[src/design/ngh_pkg.sv]
`default_nettype none
package ngh_pkg;

	// Field widths of the sample, coefficient and hold paths.
	localparam int SAMPLE_BITS = 24;
	localparam int COEFF_BITS  = 24;
	localparam int HOLD_BITS   = 20;

	// Configuration port.
	localparam int CFG_IDX_BITS  = 3;
	localparam int CFG_DATA_BITS = (SAMPLE_BITS > COEFF_BITS) ?
		((SAMPLE_BITS > HOLD_BITS) ? SAMPLE_BITS : HOLD_BITS) :
		((COEFF_BITS > HOLD_BITS) ? COEFF_BITS : HOLD_BITS);

	localparam logic [CFG_IDX_BITS-1:0] REG_OPEN_THR  = CFG_IDX_BITS'(0);
	localparam logic [CFG_IDX_BITS-1:0] REG_CLOSE_THR = CFG_IDX_BITS'(1);
	localparam logic [CFG_IDX_BITS-1:0] REG_RANGE     = CFG_IDX_BITS'(2);
	localparam logic [CFG_IDX_BITS-1:0] REG_ATTACK    = CFG_IDX_BITS'(3);
	localparam logic [CFG_IDX_BITS-1:0] REG_RELEASE   = CFG_IDX_BITS'(4);
	localparam logic [CFG_IDX_BITS-1:0] REG_HOLD      = CFG_IDX_BITS'(5);

	localparam logic [SAMPLE_BITS-1:0] RST_OPEN_THR  = SAMPLE_BITS'(83886);
	localparam logic [SAMPLE_BITS-1:0] RST_CLOSE_THR = SAMPLE_BITS'(42043);
	localparam logic [SAMPLE_BITS-1:0] RST_RANGE     = SAMPLE_BITS'(839);
	localparam logic [COEFF_BITS-1:0]  RST_ATTACK    = COEFF_BITS'(16401054);
	localparam logic [COEFF_BITS-1:0]  RST_RELEASE   = COEFF_BITS'(16773412);
	localparam logic [HOLD_BITS-1:0]   RST_HOLD      = HOLD_BITS'(2205);

	// Unity in the sample format.
	localparam logic [SAMPLE_BITS-1:0] ONE = {1'b1, {(SAMPLE_BITS-1){1'b0}}};

	// Shared multiplier: signed operands with room for a sign and a carry bit.
	localparam int MUL_BITS  = ((SAMPLE_BITS > COEFF_BITS) ? SAMPLE_BITS : COEFF_BITS) + 2;
	localparam int PROD_BITS = 2 * MUL_BITS;

	// Rounding constants for the coefficient and the sample shifts.
	localparam logic signed [PROD_BITS-1:0] RND_C = PROD_BITS'(1) << (COEFF_BITS - 1);
	localparam logic signed [PROD_BITS-1:0] RND_S = PROD_BITS'(1) << (SAMPLE_BITS - 2);

	// Most negative hold count; the countdown saturates there.
	localparam logic signed [HOLD_BITS:0] HOLD_MIN = {1'b1, {HOLD_BITS{1'b0}}};

	typedef logic [SAMPLE_BITS-1:0] smp_t;
	typedef logic [COEFF_BITS-1:0]  coef_t;

	// Commands from the controller, one step of the item sequence each.
	typedef struct packed {
		logic load_smp;
		logic mul_env;
		logic upd_gate;
		logic mul_gain;
		logic upd_gain;
		logic mul_out;
		logic load_out;
	} cmd_t;

	// Status from the datapath.
	typedef struct packed {
		logic out_free;
	} stat_t;

endpackage
`default_nettype wire

[src/design/noise_gate_hysteresis_hold_top.sv]
`default_nettype none
// Audio noise gate with hysteresis and hold. Each input transaction carries one
// signed Q1.23 sample and produces exactly one output transaction with the gated
// sample and the gate state after that sample. An envelope follower smooths the
// sample magnitude with the attack coefficient on a rising level and the release
// coefficient otherwise. A closed gate opens once the envelope reaches the open
// threshold; an open gate that sees the envelope below the close threshold counts
// its hold time down and closes when the count runs out. The gain glides toward
// unity while open and toward the range gain while closed, and is clamped between
// the two. A sample is taken in the idle state and then passes six steps of the
// controller, three of which use the single shared multiplier (envelope blend,
// gain step, output product), each followed by a step that consumes its
// registered product; no new sample is taken before that sequence ends. A
// transaction is finished into an output register, so the next sample is taken
// while a result waits on a stalled output; the sequence only pauses on its last
// step if the previous result is still held there. Configuration registers are
// written through cfg_we, cfg_index and cfg_data with no wait state and should
// only be written while no transaction is in flight. Writes to an index beyond
// the six registers are ignored.
module noise_gate_hysteresis_hold_top (
	input  wire logic                                   clk,
	input  wire logic                                   arst_n,
	input  wire logic                                   cfg_we,
	input  wire logic [ngh_pkg::CFG_IDX_BITS-1:0]       cfg_index,
	input  wire logic [ngh_pkg::CFG_DATA_BITS-1:0]      cfg_data,
	input  wire logic                                   in_valid,
	output logic                                        in_stall,
	input  wire logic signed [ngh_pkg::SAMPLE_BITS-1:0] sample_in,
	output logic                                        out_valid,
	input  wire logic                                   out_stall,
	output logic signed [ngh_pkg::SAMPLE_BITS-1:0]      sample_out,
	output logic                                        gate_is_open
);
	import ngh_pkg::*;

	// Command and status between the sequencer and the arithmetic.
	cmd_t  cmd;
	stat_t stat;

	// The controller steps each transaction through its phases.
	ngh_ctrl u_ctrl (
		.clk      (clk),
		.arst_n   (arst_n),
		.in_valid (in_valid),
		.in_stall (in_stall),
		.stat     (stat),
		.cmd      (cmd)
	);

	// The datapath holds the configuration, the gate state, the shared
	// multiplier and the output register.
	ngh_dp u_dp (
		.clk          (clk),
		.arst_n       (arst_n),
		.cfg_we       (cfg_we),
		.cfg_index    (cfg_index),
		.cfg_data     (cfg_data),
		.sample_in    (sample_in),
		.cmd          (cmd),
		.stat         (stat),
		.out_stall    (out_stall),
		.out_valid    (out_valid),
		.sample_out   (sample_out),
		.gate_is_open (gate_is_open)
	);

endmodule
`default_nettype wire

[src/design/ngh_ctrl.sv]
`default_nettype none
module ngh_ctrl (
	input  wire logic          clk,
	input  wire logic          arst_n,
	input  wire logic          in_valid,
	output logic               in_stall,
	input  wire ngh_pkg::stat_t stat,
	output ngh_pkg::cmd_t      cmd
);
	import ngh_pkg::*;

	localparam logic [2:0] ST_IDLE     = 3'd0;
	localparam logic [2:0] ST_ENV_MUL  = 3'd1;
	localparam logic [2:0] ST_GATE     = 3'd2;
	localparam logic [2:0] ST_GAIN_MUL = 3'd3;
	localparam logic [2:0] ST_GAIN_UPD = 3'd4;
	localparam logic [2:0] ST_OUT_MUL  = 3'd5;
	localparam logic [2:0] ST_OUT_RND  = 3'd6;

	logic [2:0] state_q;
	logic [2:0] state_d;

	assign in_stall = (state_q != ST_IDLE);

	always_comb begin
		cmd      = '0;
		state_d  = state_q;
		unique case (state_q)
			ST_IDLE: begin
				if (in_valid) begin
					cmd.load_smp = 1'b1;
					state_d      = ST_ENV_MUL;
				end
			end
			ST_ENV_MUL: begin
				cmd.mul_env = 1'b1;
				state_d     = ST_GATE;
			end
			ST_GATE: begin
				cmd.upd_gate = 1'b1;
				state_d      = ST_GAIN_MUL;
			end
			ST_GAIN_MUL: begin
				cmd.mul_gain = 1'b1;
				state_d      = ST_GAIN_UPD;
			end
			ST_GAIN_UPD: begin
				cmd.upd_gain = 1'b1;
				state_d      = ST_OUT_MUL;
			end
			ST_OUT_MUL: begin
				cmd.mul_out = 1'b1;
				state_d     = ST_OUT_RND;
			end
			ST_OUT_RND: begin
				// Wait here until the output register can take the result.
				if (stat.out_free) begin
					cmd.load_out = 1'b1;
					state_d      = ST_IDLE;
				end
			end
			default: begin
				state_d = ST_IDLE;
			end
		endcase
	end

	always_ff @(posedge clk or negedge arst_n) begin
		if (!arst_n) begin
			state_q <= ST_IDLE;
		end else begin
			state_q <= state_d;
		end
	end

	a_accept_starts: assert property (@(posedge clk) disable iff (!arst_n)
		(in_valid && !in_stall) |=> (state_q == ST_ENV_MUL))
		else $error("accepted transaction did not start the envelope step");

	a_load_when_free: assert property (@(posedge clk) disable iff (!arst_n)
		cmd.load_out |-> stat.out_free)
		else $error("result loaded while output register was occupied");

endmodule
`default_nettype wire

[src/design/ngh_dp.sv]
`default_nettype none
module ngh_dp (
	input  wire logic                                  clk,
	input  wire logic                                  arst_n,
	input  wire logic                                  cfg_we,
	input  wire logic [ngh_pkg::CFG_IDX_BITS-1:0]      cfg_index,
	input  wire logic [ngh_pkg::CFG_DATA_BITS-1:0]     cfg_data,
	input  wire logic signed [ngh_pkg::SAMPLE_BITS-1:0] sample_in,
	input  wire ngh_pkg::cmd_t                         cmd,
	output ngh_pkg::stat_t                             stat,
	input  wire logic                                  out_stall,
	output logic                                       out_valid,
	output logic signed [ngh_pkg::SAMPLE_BITS-1:0]     sample_out,
	output logic                                       gate_is_open
);
	import ngh_pkg::*;

	// Configuration registers.
	smp_t                 open_thr_q;
	smp_t                 close_thr_q;
	smp_t                 range_q;
	coef_t                attack_q;
	coef_t                release_q;
	logic [HOLD_BITS-1:0] hold_smp_q;

	// Per-item operands and the multiplier result.
	smp_t                        mag_q;
	logic                        neg_q;
	logic                        up_q;
	logic signed [PROD_BITS-1:0] prod_q;

	// Gate state.
	smp_t                        env_q;
	smp_t                        gain_q;
	logic                        gate_q;
	logic signed [HOLD_BITS:0]   hold_q;

	// Output register.
	logic                        out_valid_q;
	logic signed [SAMPLE_BITS-1:0] sample_out_q;
	logic                        gate_out_q;

	// Combinational signals.
	smp_t                        raw;
	smp_t                        mag_d;
	coef_t                       env_coef;
	coef_t                       gain_coef;
	logic [COEFF_BITS:0]         k;
	smp_t                        floor_gain;
	smp_t                        target;
	logic                        up_d;
	smp_t                        diff;
	logic signed [MUL_BITS-1:0]  mul_a;
	logic signed [MUL_BITS-1:0]  mul_b;
	logic signed [PROD_BITS-1:0] mul_p;
	logic signed [PROD_BITS-1:0] env_sum;
	logic [SAMPLE_BITS:0]        env_wide;
	smp_t                        env_d;
	logic signed [HOLD_BITS:0]   hold_dec;
	logic signed [PROD_BITS-1:0] step_sum;
	smp_t                        step;
	logic [SAMPLE_BITS:0]        gain_wide;
	smp_t                        gain_d;
	logic signed [PROD_BITS-1:0] out_sum;
	smp_t                        out_mag;

	assign raw   = smp_t'(sample_in);
	assign mag_d = raw[SAMPLE_BITS-1] ? (smp_t'(0) - raw) : raw;

	always_ff @(posedge clk or negedge arst_n) begin
		if (!arst_n) begin
			open_thr_q  <= RST_OPEN_THR;
			close_thr_q <= RST_CLOSE_THR;
			range_q     <= RST_RANGE;
			attack_q    <= RST_ATTACK;
			release_q   <= RST_RELEASE;
			hold_smp_q  <= RST_HOLD;
		end else if (cfg_we) begin
			unique case (cfg_index)
				REG_OPEN_THR:  open_thr_q  <= cfg_data[SAMPLE_BITS-1:0];
				REG_CLOSE_THR: close_thr_q <= cfg_data[SAMPLE_BITS-1:0];
				REG_RANGE:     range_q     <= cfg_data[SAMPLE_BITS-1:0];
				REG_ATTACK:    attack_q    <= cfg_data[COEFF_BITS-1:0];
				REG_RELEASE:   release_q   <= cfg_data[COEFF_BITS-1:0];
				REG_HOLD:      hold_smp_q  <= cfg_data[HOLD_BITS-1:0];
				default: ;
			endcase
		end
	end

	// Gain target and smoothing direction follow the gate state of this item.
	assign floor_gain = (range_q > ONE) ? ONE : range_q;
	assign target     = gate_q ? ONE : floor_gain;
	assign up_d       = (target > gain_q);
	assign diff       = up_d ? (target - gain_q) : (gain_q - target);
	assign env_coef   = (mag_q > env_q) ? attack_q : release_q;
	assign gain_coef  = up_d ? attack_q : release_q;
	assign k          = {1'b1, {COEFF_BITS{1'b0}}} - {1'b0, gain_coef};

	// The envelope blend c*env + (1-c)*mag is formed as mag + c*(env - mag).
	always_comb begin
		priority if (cmd.mul_env) begin
			mul_a = $signed({{(MUL_BITS-COEFF_BITS){1'b0}}, env_coef});
			mul_b = $signed({{(MUL_BITS-SAMPLE_BITS){1'b0}}, env_q})
				- $signed({{(MUL_BITS-SAMPLE_BITS){1'b0}}, mag_q});
		end else if (cmd.mul_gain) begin
			mul_a = $signed({{(MUL_BITS-COEFF_BITS-1){1'b0}}, k});
			mul_b = $signed({{(MUL_BITS-SAMPLE_BITS){1'b0}}, diff});
		end else begin
			mul_a = $signed({{(MUL_BITS-SAMPLE_BITS){1'b0}}, mag_q});
			mul_b = $signed({{(MUL_BITS-SAMPLE_BITS){1'b0}}, gain_q});
		end
	end

	assign mul_p = mul_a * mul_b;

	assign env_sum = $signed({{(PROD_BITS-SAMPLE_BITS-COEFF_BITS){1'b0}}, mag_q,
		{COEFF_BITS{1'b0}}}) + prod_q + RND_C;
	assign env_wide = env_sum[COEFF_BITS+SAMPLE_BITS:COEFF_BITS];
	assign env_d    = (env_wide > {1'b0, ONE}) ? ONE : env_wide[SAMPLE_BITS-1:0];

	assign hold_dec = (hold_q == HOLD_MIN) ? hold_q : (hold_q - (HOLD_BITS+1)'(1));

	assign step_sum  = prod_q + RND_C;
	assign step      = step_sum[COEFF_BITS+SAMPLE_BITS-1:COEFF_BITS];
	assign gain_wide = up_q ? ({1'b0, gain_q} + {1'b0, step})
		: ({1'b0, gain_q} - {1'b0, step});

	always_comb begin
		priority if (gain_wide > {1'b0, ONE}) begin
			gain_d = ONE;
		end else if (gain_wide < {1'b0, floor_gain}) begin
			gain_d = floor_gain;
		end else begin
			gain_d = gain_wide[SAMPLE_BITS-1:0];
		end
	end

	assign out_sum = prod_q + RND_S;
	assign out_mag = out_sum[2*SAMPLE_BITS-2:SAMPLE_BITS-1];

	// Item operands and multiplier result.
	always_ff @(posedge clk) begin
		if (cmd.load_smp) begin
			mag_q <= mag_d;
			neg_q <= raw[SAMPLE_BITS-1];
		end
		if (cmd.mul_gain) begin
			up_q <= up_d;
		end
		if (cmd.mul_env || cmd.mul_gain || cmd.mul_out) begin
			prod_q <= mul_p;
		end
	end

	// Envelope, gate, hold and gain state.
	always_ff @(posedge clk or negedge arst_n) begin
		if (!arst_n) begin
			env_q  <= '0;
			gain_q <= ONE;
			gate_q <= 1'b1;
			hold_q <= '0;
		end else begin
			if (cmd.upd_gate) begin
				env_q <= env_d;
				priority if (!gate_q && (env_d >= open_thr_q)) begin
					gate_q <= 1'b1;
					hold_q <= $signed({1'b0, hold_smp_q});
				end else if (gate_q && (env_d < close_thr_q)) begin
					hold_q <= hold_dec;
					if (hold_dec[HOLD_BITS] || (hold_dec == '0)) begin
						gate_q <= 1'b0;
					end
				end else if (gate_q) begin
					hold_q <= $signed({1'b0, hold_smp_q});
				end
			end
			if (cmd.upd_gain) begin
				gain_q <= gain_d;
			end
		end
	end

	// Output register.
	always_ff @(posedge clk or negedge arst_n) begin
		if (!arst_n) begin
			out_valid_q <= 1'b0;
		end else if (cmd.load_out) begin
			out_valid_q <= 1'b1;
		end else if (!out_stall) begin
			out_valid_q <= 1'b0;
		end
	end

	always_ff @(posedge clk) begin
		if (cmd.load_out) begin
			sample_out_q <= $signed(neg_q ? (smp_t'(0) - out_mag) : out_mag);
			gate_out_q   <= gate_q;
		end
	end

	assign stat.out_free = !out_valid_q || !out_stall;
	assign out_valid     = out_valid_q;
	assign sample_out    = sample_out_q;
	assign gate_is_open  = gate_out_q;

	a_env_max: assert property (@(posedge clk) disable iff (!arst_n)
		env_q <= ONE)
		else $error("envelope above unity");

	a_gain_max: assert property (@(posedge clk) disable iff (!arst_n)
		gain_q <= ONE)
		else $error("gain above unity");

	a_hold_floor: assert property (@(posedge clk) disable iff (!arst_n)
		hold_q >= -$signed((HOLD_BITS+1)'(1)))
		else $error("hold count below minus one");

endmodule
`default_nettype wire
[config.mk]
export PLATFORM = sky130hd
export DESIGN_NAME = noise_gate_hysteresis_hold_top
export DESIGN_NICKNAME = d
export VERILOG_FILES = /design/src/design/ngh_pkg.sv /design/src/design/noise_gate_hysteresis_hold_top.sv /design/src/design/ngh_ctrl.sv /design/src/design/ngh_dp.sv
export SDC_FILE = /design/constraint.sdc
export NUM_CORES = 2
export LEC_CHECK = 0
export BUFFER_PORTS_ARGS = -buffer_cell sky130_fd_sc_hd__buf_2
export CORE_MARGIN = 2
export CORE_UTILIZATION = 50
export DETAILED_ROUTE_END_ITERATION = 8
export GPL_TIMING_DRIVEN = 1
export PLACE_DENSITY = 0.72
export SYNTH_ARGS = -nofsm -noshare
export SYNTH_HDL_FRONTEND = slang
export SYNTH_HIERARCHICAL = 1
export SYNTH_SLANG_ARGS = --single-unit
[constraint.sdc]
create_clock -name clk -period 24.6 [get_ports clk]
set_clock_uncertainty 0.1 [all_clocks]
set_input_delay 1.23 -clock clk [delete_from_list [all_inputs] [get_ports clk]]
set_output_delay 1.23 -clock clk [all_outputs]
set_load 0.005 [all_outputs]
After elaboration in Yosys (flattened, before gate mapping). Index checks and enable logic that the tools add are counted.

Register bits after elaboration: 314. Latch bits: 0. Memory bits (writable): 0. ROM bits: 0. Input port bits: 56. Output and inout bits: 27. Logic and storage cells: 117. Memories: 0.

Add/subtract/negate cells: 13. Multiply operators: 1. Divide/modulo/power cells: 0. Order comparisons: 8. Equal/unequal tests: 15. Shifts and indexed selects: 0. Multiplexer cells: 36. Bitwise gates (word level): 0. Reductions and logical operators: 25.

Operator list (number): $mux 24 (10); $mux 21 (4); $mux 25 (3); $gt 25x24->1 const B (2); $sub 24x24->25 (2); $add 49x25->49 const B (1); $add 49x49->49 (1); $mul 26x26->49 (1); $add 48x25->48 const B (1); $gt 24x24->1 (2); $sub 1x24->24 const A (2); $sub 24x24->24 (2); $add 47x24->47 const B (1); $mux 26 (1); $add 24x24->25 (1); $lt 25x24->1 (1); $sub 25x24->25 const A (1); $ge 24x24->1 (1); $gt 24x24->1 const B (1); $lt 24x24->1 (1); $mux 23 (1); $eq 21x21->1 const B (1); $logic_not 21->1 (1); $pmux 3 s7 (1); other kinds (16) (55).

Longest topological paths before layout.
Depth in word-level cells: 9. Mapped depth: 55. Gate-level depth less buffers: 48.

Hierarchy. Netlist, hierarchy kept.

By module, submodules not included: ngh_dp (times used 1, cells an instance 5126, area each 44736.7 µm²); ngh_ctrl (times used 1, cells an instance 22, area each 196.4 µm²).

Least setup slack after synthesis. OpenSTA, ideal clock, no wires.

Kind: register to register. Start point: reg u_dp.range_q[11]. End point: reg u_dp.prod_q[45], data pin. Arrival time: 11806 ps. Path slack: 12436 ps. Stages on the path, launching flop included: 52. Path buffers: 9. Period minus slack after synthesis: 12164 ps. Cell sequence: dfrtp_1 -> nor4_1 -> nand4_1 -> o21ai_0 -> clkbuf_1 -> nand2_1 -> or2_2 -> inv_1 -> ha_1 -> clkbuf_1 -> a21oi_1 -> o21ai_1 -> a211o_1 -> clkbuf_1 -> o21ai_4 -> inv_2 -> buf_2 -> buf_2 -> (+16 left out) -> fa_1 -> inv_1 -> fa_1 -> fa_1 -> fa_1 -> inv_1 -> ha_1 -> clkbuf_1 -> a21oi_1 -> o21ai_0 -> or4_1 -> nor4_1 -> o21a_1 -> a21o_4 -> o21ai_2 -> a31o_2 -> a21oi_1 -> xnor2_1.

Longest elaborated chain between the ends: 9.

Ends and longest elaborated chain: start, declared (line ngh_dp.sv:21) `smp_t range_q;`; start signal, assigned (line ngh_dp.sv:82) `REG_RANGE: range_q <= cfg_data[SAMPLE_BITS-1:0];`; $gt 24x24->1 (line ngh_dp.sv:92) `assign floor_gain = (range_q > ONE) ? ONE : range_q;`; $mux 24 * (line ngh_dp.sv:92); $mux 24 * (line ngh_dp.sv:93) `assign target = gate_q ? ONE : floor_gain;`; $gt 24x24->1 * (line ngh_dp.sv:94) `assign up_d = (target > gain_q);`; named net u_dp.up_d (line ngh_dp.sv:51) `logic up_d;`; $mux 24 (line ngh_dp.sv:97) `assign gain_coef = up_d ? attack_q : release_q;`; $sub 25x24->25 (line ngh_dp.sv:98) `assign k = {1'b1, {COEFF_BITS{1'b0}}} - {1'b0, gain_coef};`; $mux 25 (line ngh_dp.sv:106) `end else if (cmd.mul_gain) begin`; $mux 25 (line ngh_dp.sv:102) `priority if (cmd.mul_env) begin`; $mul 26x26->49 * (line ngh_dp.sv:115) `assign mul_p = mul_a * mul_b;`; named net u_dp.mul_p[45] (line ngh_dp.sv:55) `logic signed [PROD_BITS-1:0] mul_p;`; end signal, assigned (line ngh_dp.sv:152) `prod_q <= mul_p;`; end, declared (line ngh_dp.sv:30) `logic signed [PROD_BITS-1:0] prod_q;`.

Mark *: on every way through the listed nets, which the timed path passes. The rest lies on a longest branch. A chain may end at the register's enable or synchronous reset.

Worst setup path in the final report.
Start point: reg u_dp.range_q[0]. End point: reg u_dp.prod_q[45], data pin.

Longest elaborated chain between the ends: 9.

Ends and longest elaborated chain (line): $gt 24x24->1 (ngh_dp.sv:92); $mux 24 * (ngh_dp.sv:92); $mux 24 * (ngh_dp.sv:93); $gt 24x24->1 (ngh_dp.sv:94); $mux 24 (ngh_dp.sv:97); $sub 25x24->25 (ngh_dp.sv:98); $mux 25 (ngh_dp.sv:106); $mux 25 (ngh_dp.sv:102); $mul 26x26->49 * (ngh_dp.sv:115); named net u_dp.mul_p[45] (ngh_dp.sv:55).

Marked as above.

==> summary.txt <==
STA
  • Worst Tran Pin Value: 1160 ps
  • Setup TNS: 0 ps
  • Unrepaired setup endpoints after global routing: false
  • Final worst-path cycle share: 0.5351
  • Final Hold Fails: 0
  • Final min period: 13160 ps
  • # setup viols final: 0
  • Fin. max-slew vios: 0
  • Max Freq: 75.96 MHz
  • Worst relative slew slack: 0.2268

Yosys
  • Number of synthesized flops with an enable pin: 78
  • Register area share after synthesis: 0.1730
  • Main area contributors after synthesis: fa_1 (25%), ha_1 (11%), dfrtp_1 (8.6%)
  • Cell taking the most area after synthesis: fa_1
  • Mapped cell area: 0.04493 mm²
  • Synth warnings: 6
  • Top FF cell, synth: dfrtp_1
  • Async S/R FF share, synth: 0.7329
  • Net Count, Synth: 6150
  • Post-synthesis register bit count: 292
  • Cells after Synth: 5148
  • Yosys top cell area share: 0.2468
  • Count of cell types in the netlist: 100
  • Avg Inst Size Synth: 8.728 µm²

Route
  • DR WL met3: 13.27 mm
  • Vias per std cell: 5.904
  • Via count: 37200
  • Met2 wire length: 63.24 mm
  • Initial DRC Count: 3344
  • Post-DRT Antenna Nets: 0
  • # DRC: 0
  • DR pass1 iterations: 8
  • Top routing layer used: met5
  • DRT Wirelength: 143.2 mm
  • Met1 wire length: 60.17 mm
  • Routed length per placed instance: 22.72 µm

Clock network
  • Clock transition at path regs: 60 ps
  • Post-CTS Hold Buffers: 0
  • CTS tree: built
  • Clock buffer depth: 3
  • H-tree Lvls: 1
  • Root Driver: clkbuf_16
  • Worst skew pair latency: 620 ps
  • TritonCTS Buffers: 31
  • Post_cts resized: 0
  • Post-CTS setup buffer count: 0
  • Clock Sinks: 292

Worst hold path
  • HP Class: flip-flop to flip-flop
  • WHS Path Cells: 1

Worst setup path
  • Slowest cell on crit path: a21o_1
  • Buffers & Inverters on Critical Path: 7
  • CP max FO: 53
  • CP Capture Type: flip-flop
  • Worst path top cell family by delay: compound AO/OA/AOI/OAI gates
  • Critical path class: flip-flop to flip-flop
  • Max stage delay on crit path: 830 ps
  • Worst EP arrival: 13420 ps
  • CP startpoint kind: flip-flop
  • Worst path depth: 43
  • Critical path's most frequent cell: fa_1
  • WP data required: 24860 ps
  • FF-to-FF path depth: 43

GRT
  • Largest net degree at the start of global routing: 91
  • Initial antenna violation count: 11
  • Tot GR Track Use: 0.3096
  • Number of global-route vias before repair: 37156
  • First-pass GRT wire length: 220.2 mm
  • Grt ovf: 0

Layout
  • FF+latch area: 0.007772 mm²
  • Area grow syn2layout: 6.154%
  • Fillers: 8155
  • Share of cells above drive strength 1: 0.1015
  • Count of nets after finishing: 6112
  • Area of the multi-input gates: 0.03323 mm²

Die
  • Die area: 0.09228 mm²
  • FP Rows: 109
  • Core ar.: 0.08878 mm²
  • I/O pin cnt: 83
  • Initial Utilization: 0.5061
  • DIE WIDTH: 303.8 µm
  • Die Y: 303.8 µm

Run
  • Max Cap Viol: 0

Placement
  • RePlAce Congestion: 0.9795
  • I/O Buffers: 82
  • Post-DP HPWL: 114.6 mm

Run status
  • Status: finished clean
-- final timing paths --
path                                     startpoint             endpoint  slack [ps]
worst min-delay path            u_dp/hold_smp_q[15]  u_dp/hold_smp_q[15]         400
worst min register to register  u_dp/hold_smp_q[15]  u_dp/hold_smp_q[15]         400
worst max register to register      u_dp/range_q[0]      u_dp/prod_q[45]       11440
max in group asynchronous                    arst_n        u_dp/env_q[8]       22430
worst max-delay path                u_dp/range_q[0]      u_dp/prod_q[45]       11440
min in group asynchronous                    arst_n      u_dp/hold_q[12]         580
-- layout make-up --
cell class,instances,share of cell area
Tap cell,1165,0.03056
Clock buffer,45,0.01931
Antenna cell,1,0.00005246
Inverter,842,0.06626
Timing Repair Buffer,162,0.02138
Multi-Input combinational cell,3781,0.6968
Sequential cell,292,0.1630
Clock inverter,13,0.002728
-- synth_stat cells, types with 48 or more instances --
cell type  number
dfstp_2        60
dfrtp_1       154
mux2_2        137
inv_1         839
a21oi_1       219
xor2_1         93
o21ai_0       188
clkbuf_1      162
a21o_1         72
mux2i_1        71
fa_1          554
nor2b_1        48
nor3_1         99
nand2b_1      101
nor2_1        497
ha_1          392
xnor2_1       154
edfxtp_1       78
buf_2          48
nand2_1       447
nand3_1        74
-- state kept, by name (all words and copies together), names as in the netlist, 3 cells and up --
register	flops
u_dp/prod_q	27
u_dp/attack_q	24
u_dp/close_thr_q	24
u_dp/env_q	24
u_dp/gain_q	24
u_dp/mag_q	24
u_dp/open_thr_q	24
u_dp/range_q	24
u_dp/release_q	24
u_dp/sample_out	24
u_dp/hold_q	21
u_dp/hold_smp_q	20
u_ctrl/state_q	3
-- cells in the final DEF (no fill, tap or decap), types with 78 or more instances in the layout --
| cell | n |
|---|---|
| a21oi_1 | 207 |
| buf_2 | 81 |
| buf_4 | 80 |
| dfrtp_1 | 154 |
| edfxtp_1 | 78 |
| fa_1 | 554 |
| ha_1 | 392 |
| inv_1 | 839 |
| mux2_2 | 137 |
| nand2_1 | 447 |
| nand2b_1 | 101 |
| nor2_1 | 496 |
| nor3_1 | 97 |
| o21ai_0 | 186 |
| xnor2_1 | 154 |
| xor2_1 | 93 |
-- per-layer routing --
| layer | global-route usage | vias to the layer above |
|---|---|---|
| met3 | 0.05996 | 300 |
| met4 | 0.1179 | 6 |
| li1 | - | 16775 |
| met2 | 0.4791 | 1589 |
| met1 | 0.4308 | 18530 |
| met5 | 0 | - |
-- cell families (layout without fill, tap and decap cells) --
kind of cell | Yosys count | count (layout) | synth area share
simple gates | 1555 | 1555 | 0.1622
buf+inv | 1075 | 1062 | 0.09214
fa+ha+maj | 946 | 946 | 0.3560
compound gates | 825 | 825 | 0.1184
flops | 292 | 292 | 0.1730
xor+xnor | 247 | 247 | 0.04815
mux | 208 | 208 | 0.05015
other cells | 0 | 1 | 0
-- through the flow --
| stage | hold WS [ps] | utilization | setup WS (ps) | area, µm² | std cells |
|---|---|---|---|---|---|
| 2_1_floorplan | 371.2 | - | 12440 | 44930 | 5148 |
| 3_3_place_gp | 383.5 | 0.5254 | 11800 | 46640 | 6242 |
| 3_5_place_dp | 388.4 | 0.5254 | 11530 | 46640 | 6242 |
| 4_1_cts | 405.0 | 0.5372 | 11490 | 47700 | 6300 |
| 5_1_grt | 416.4 | 0.5372 | 10700 | 47700 | 6300 |
| 6_report | 400.3 | 0.5372 | 11440 | 47700 | 6301 |
Power is left out: the tool's default activity adds up to more than one toggle a clock period on the data nets, which glitch-free logic cannot reach.
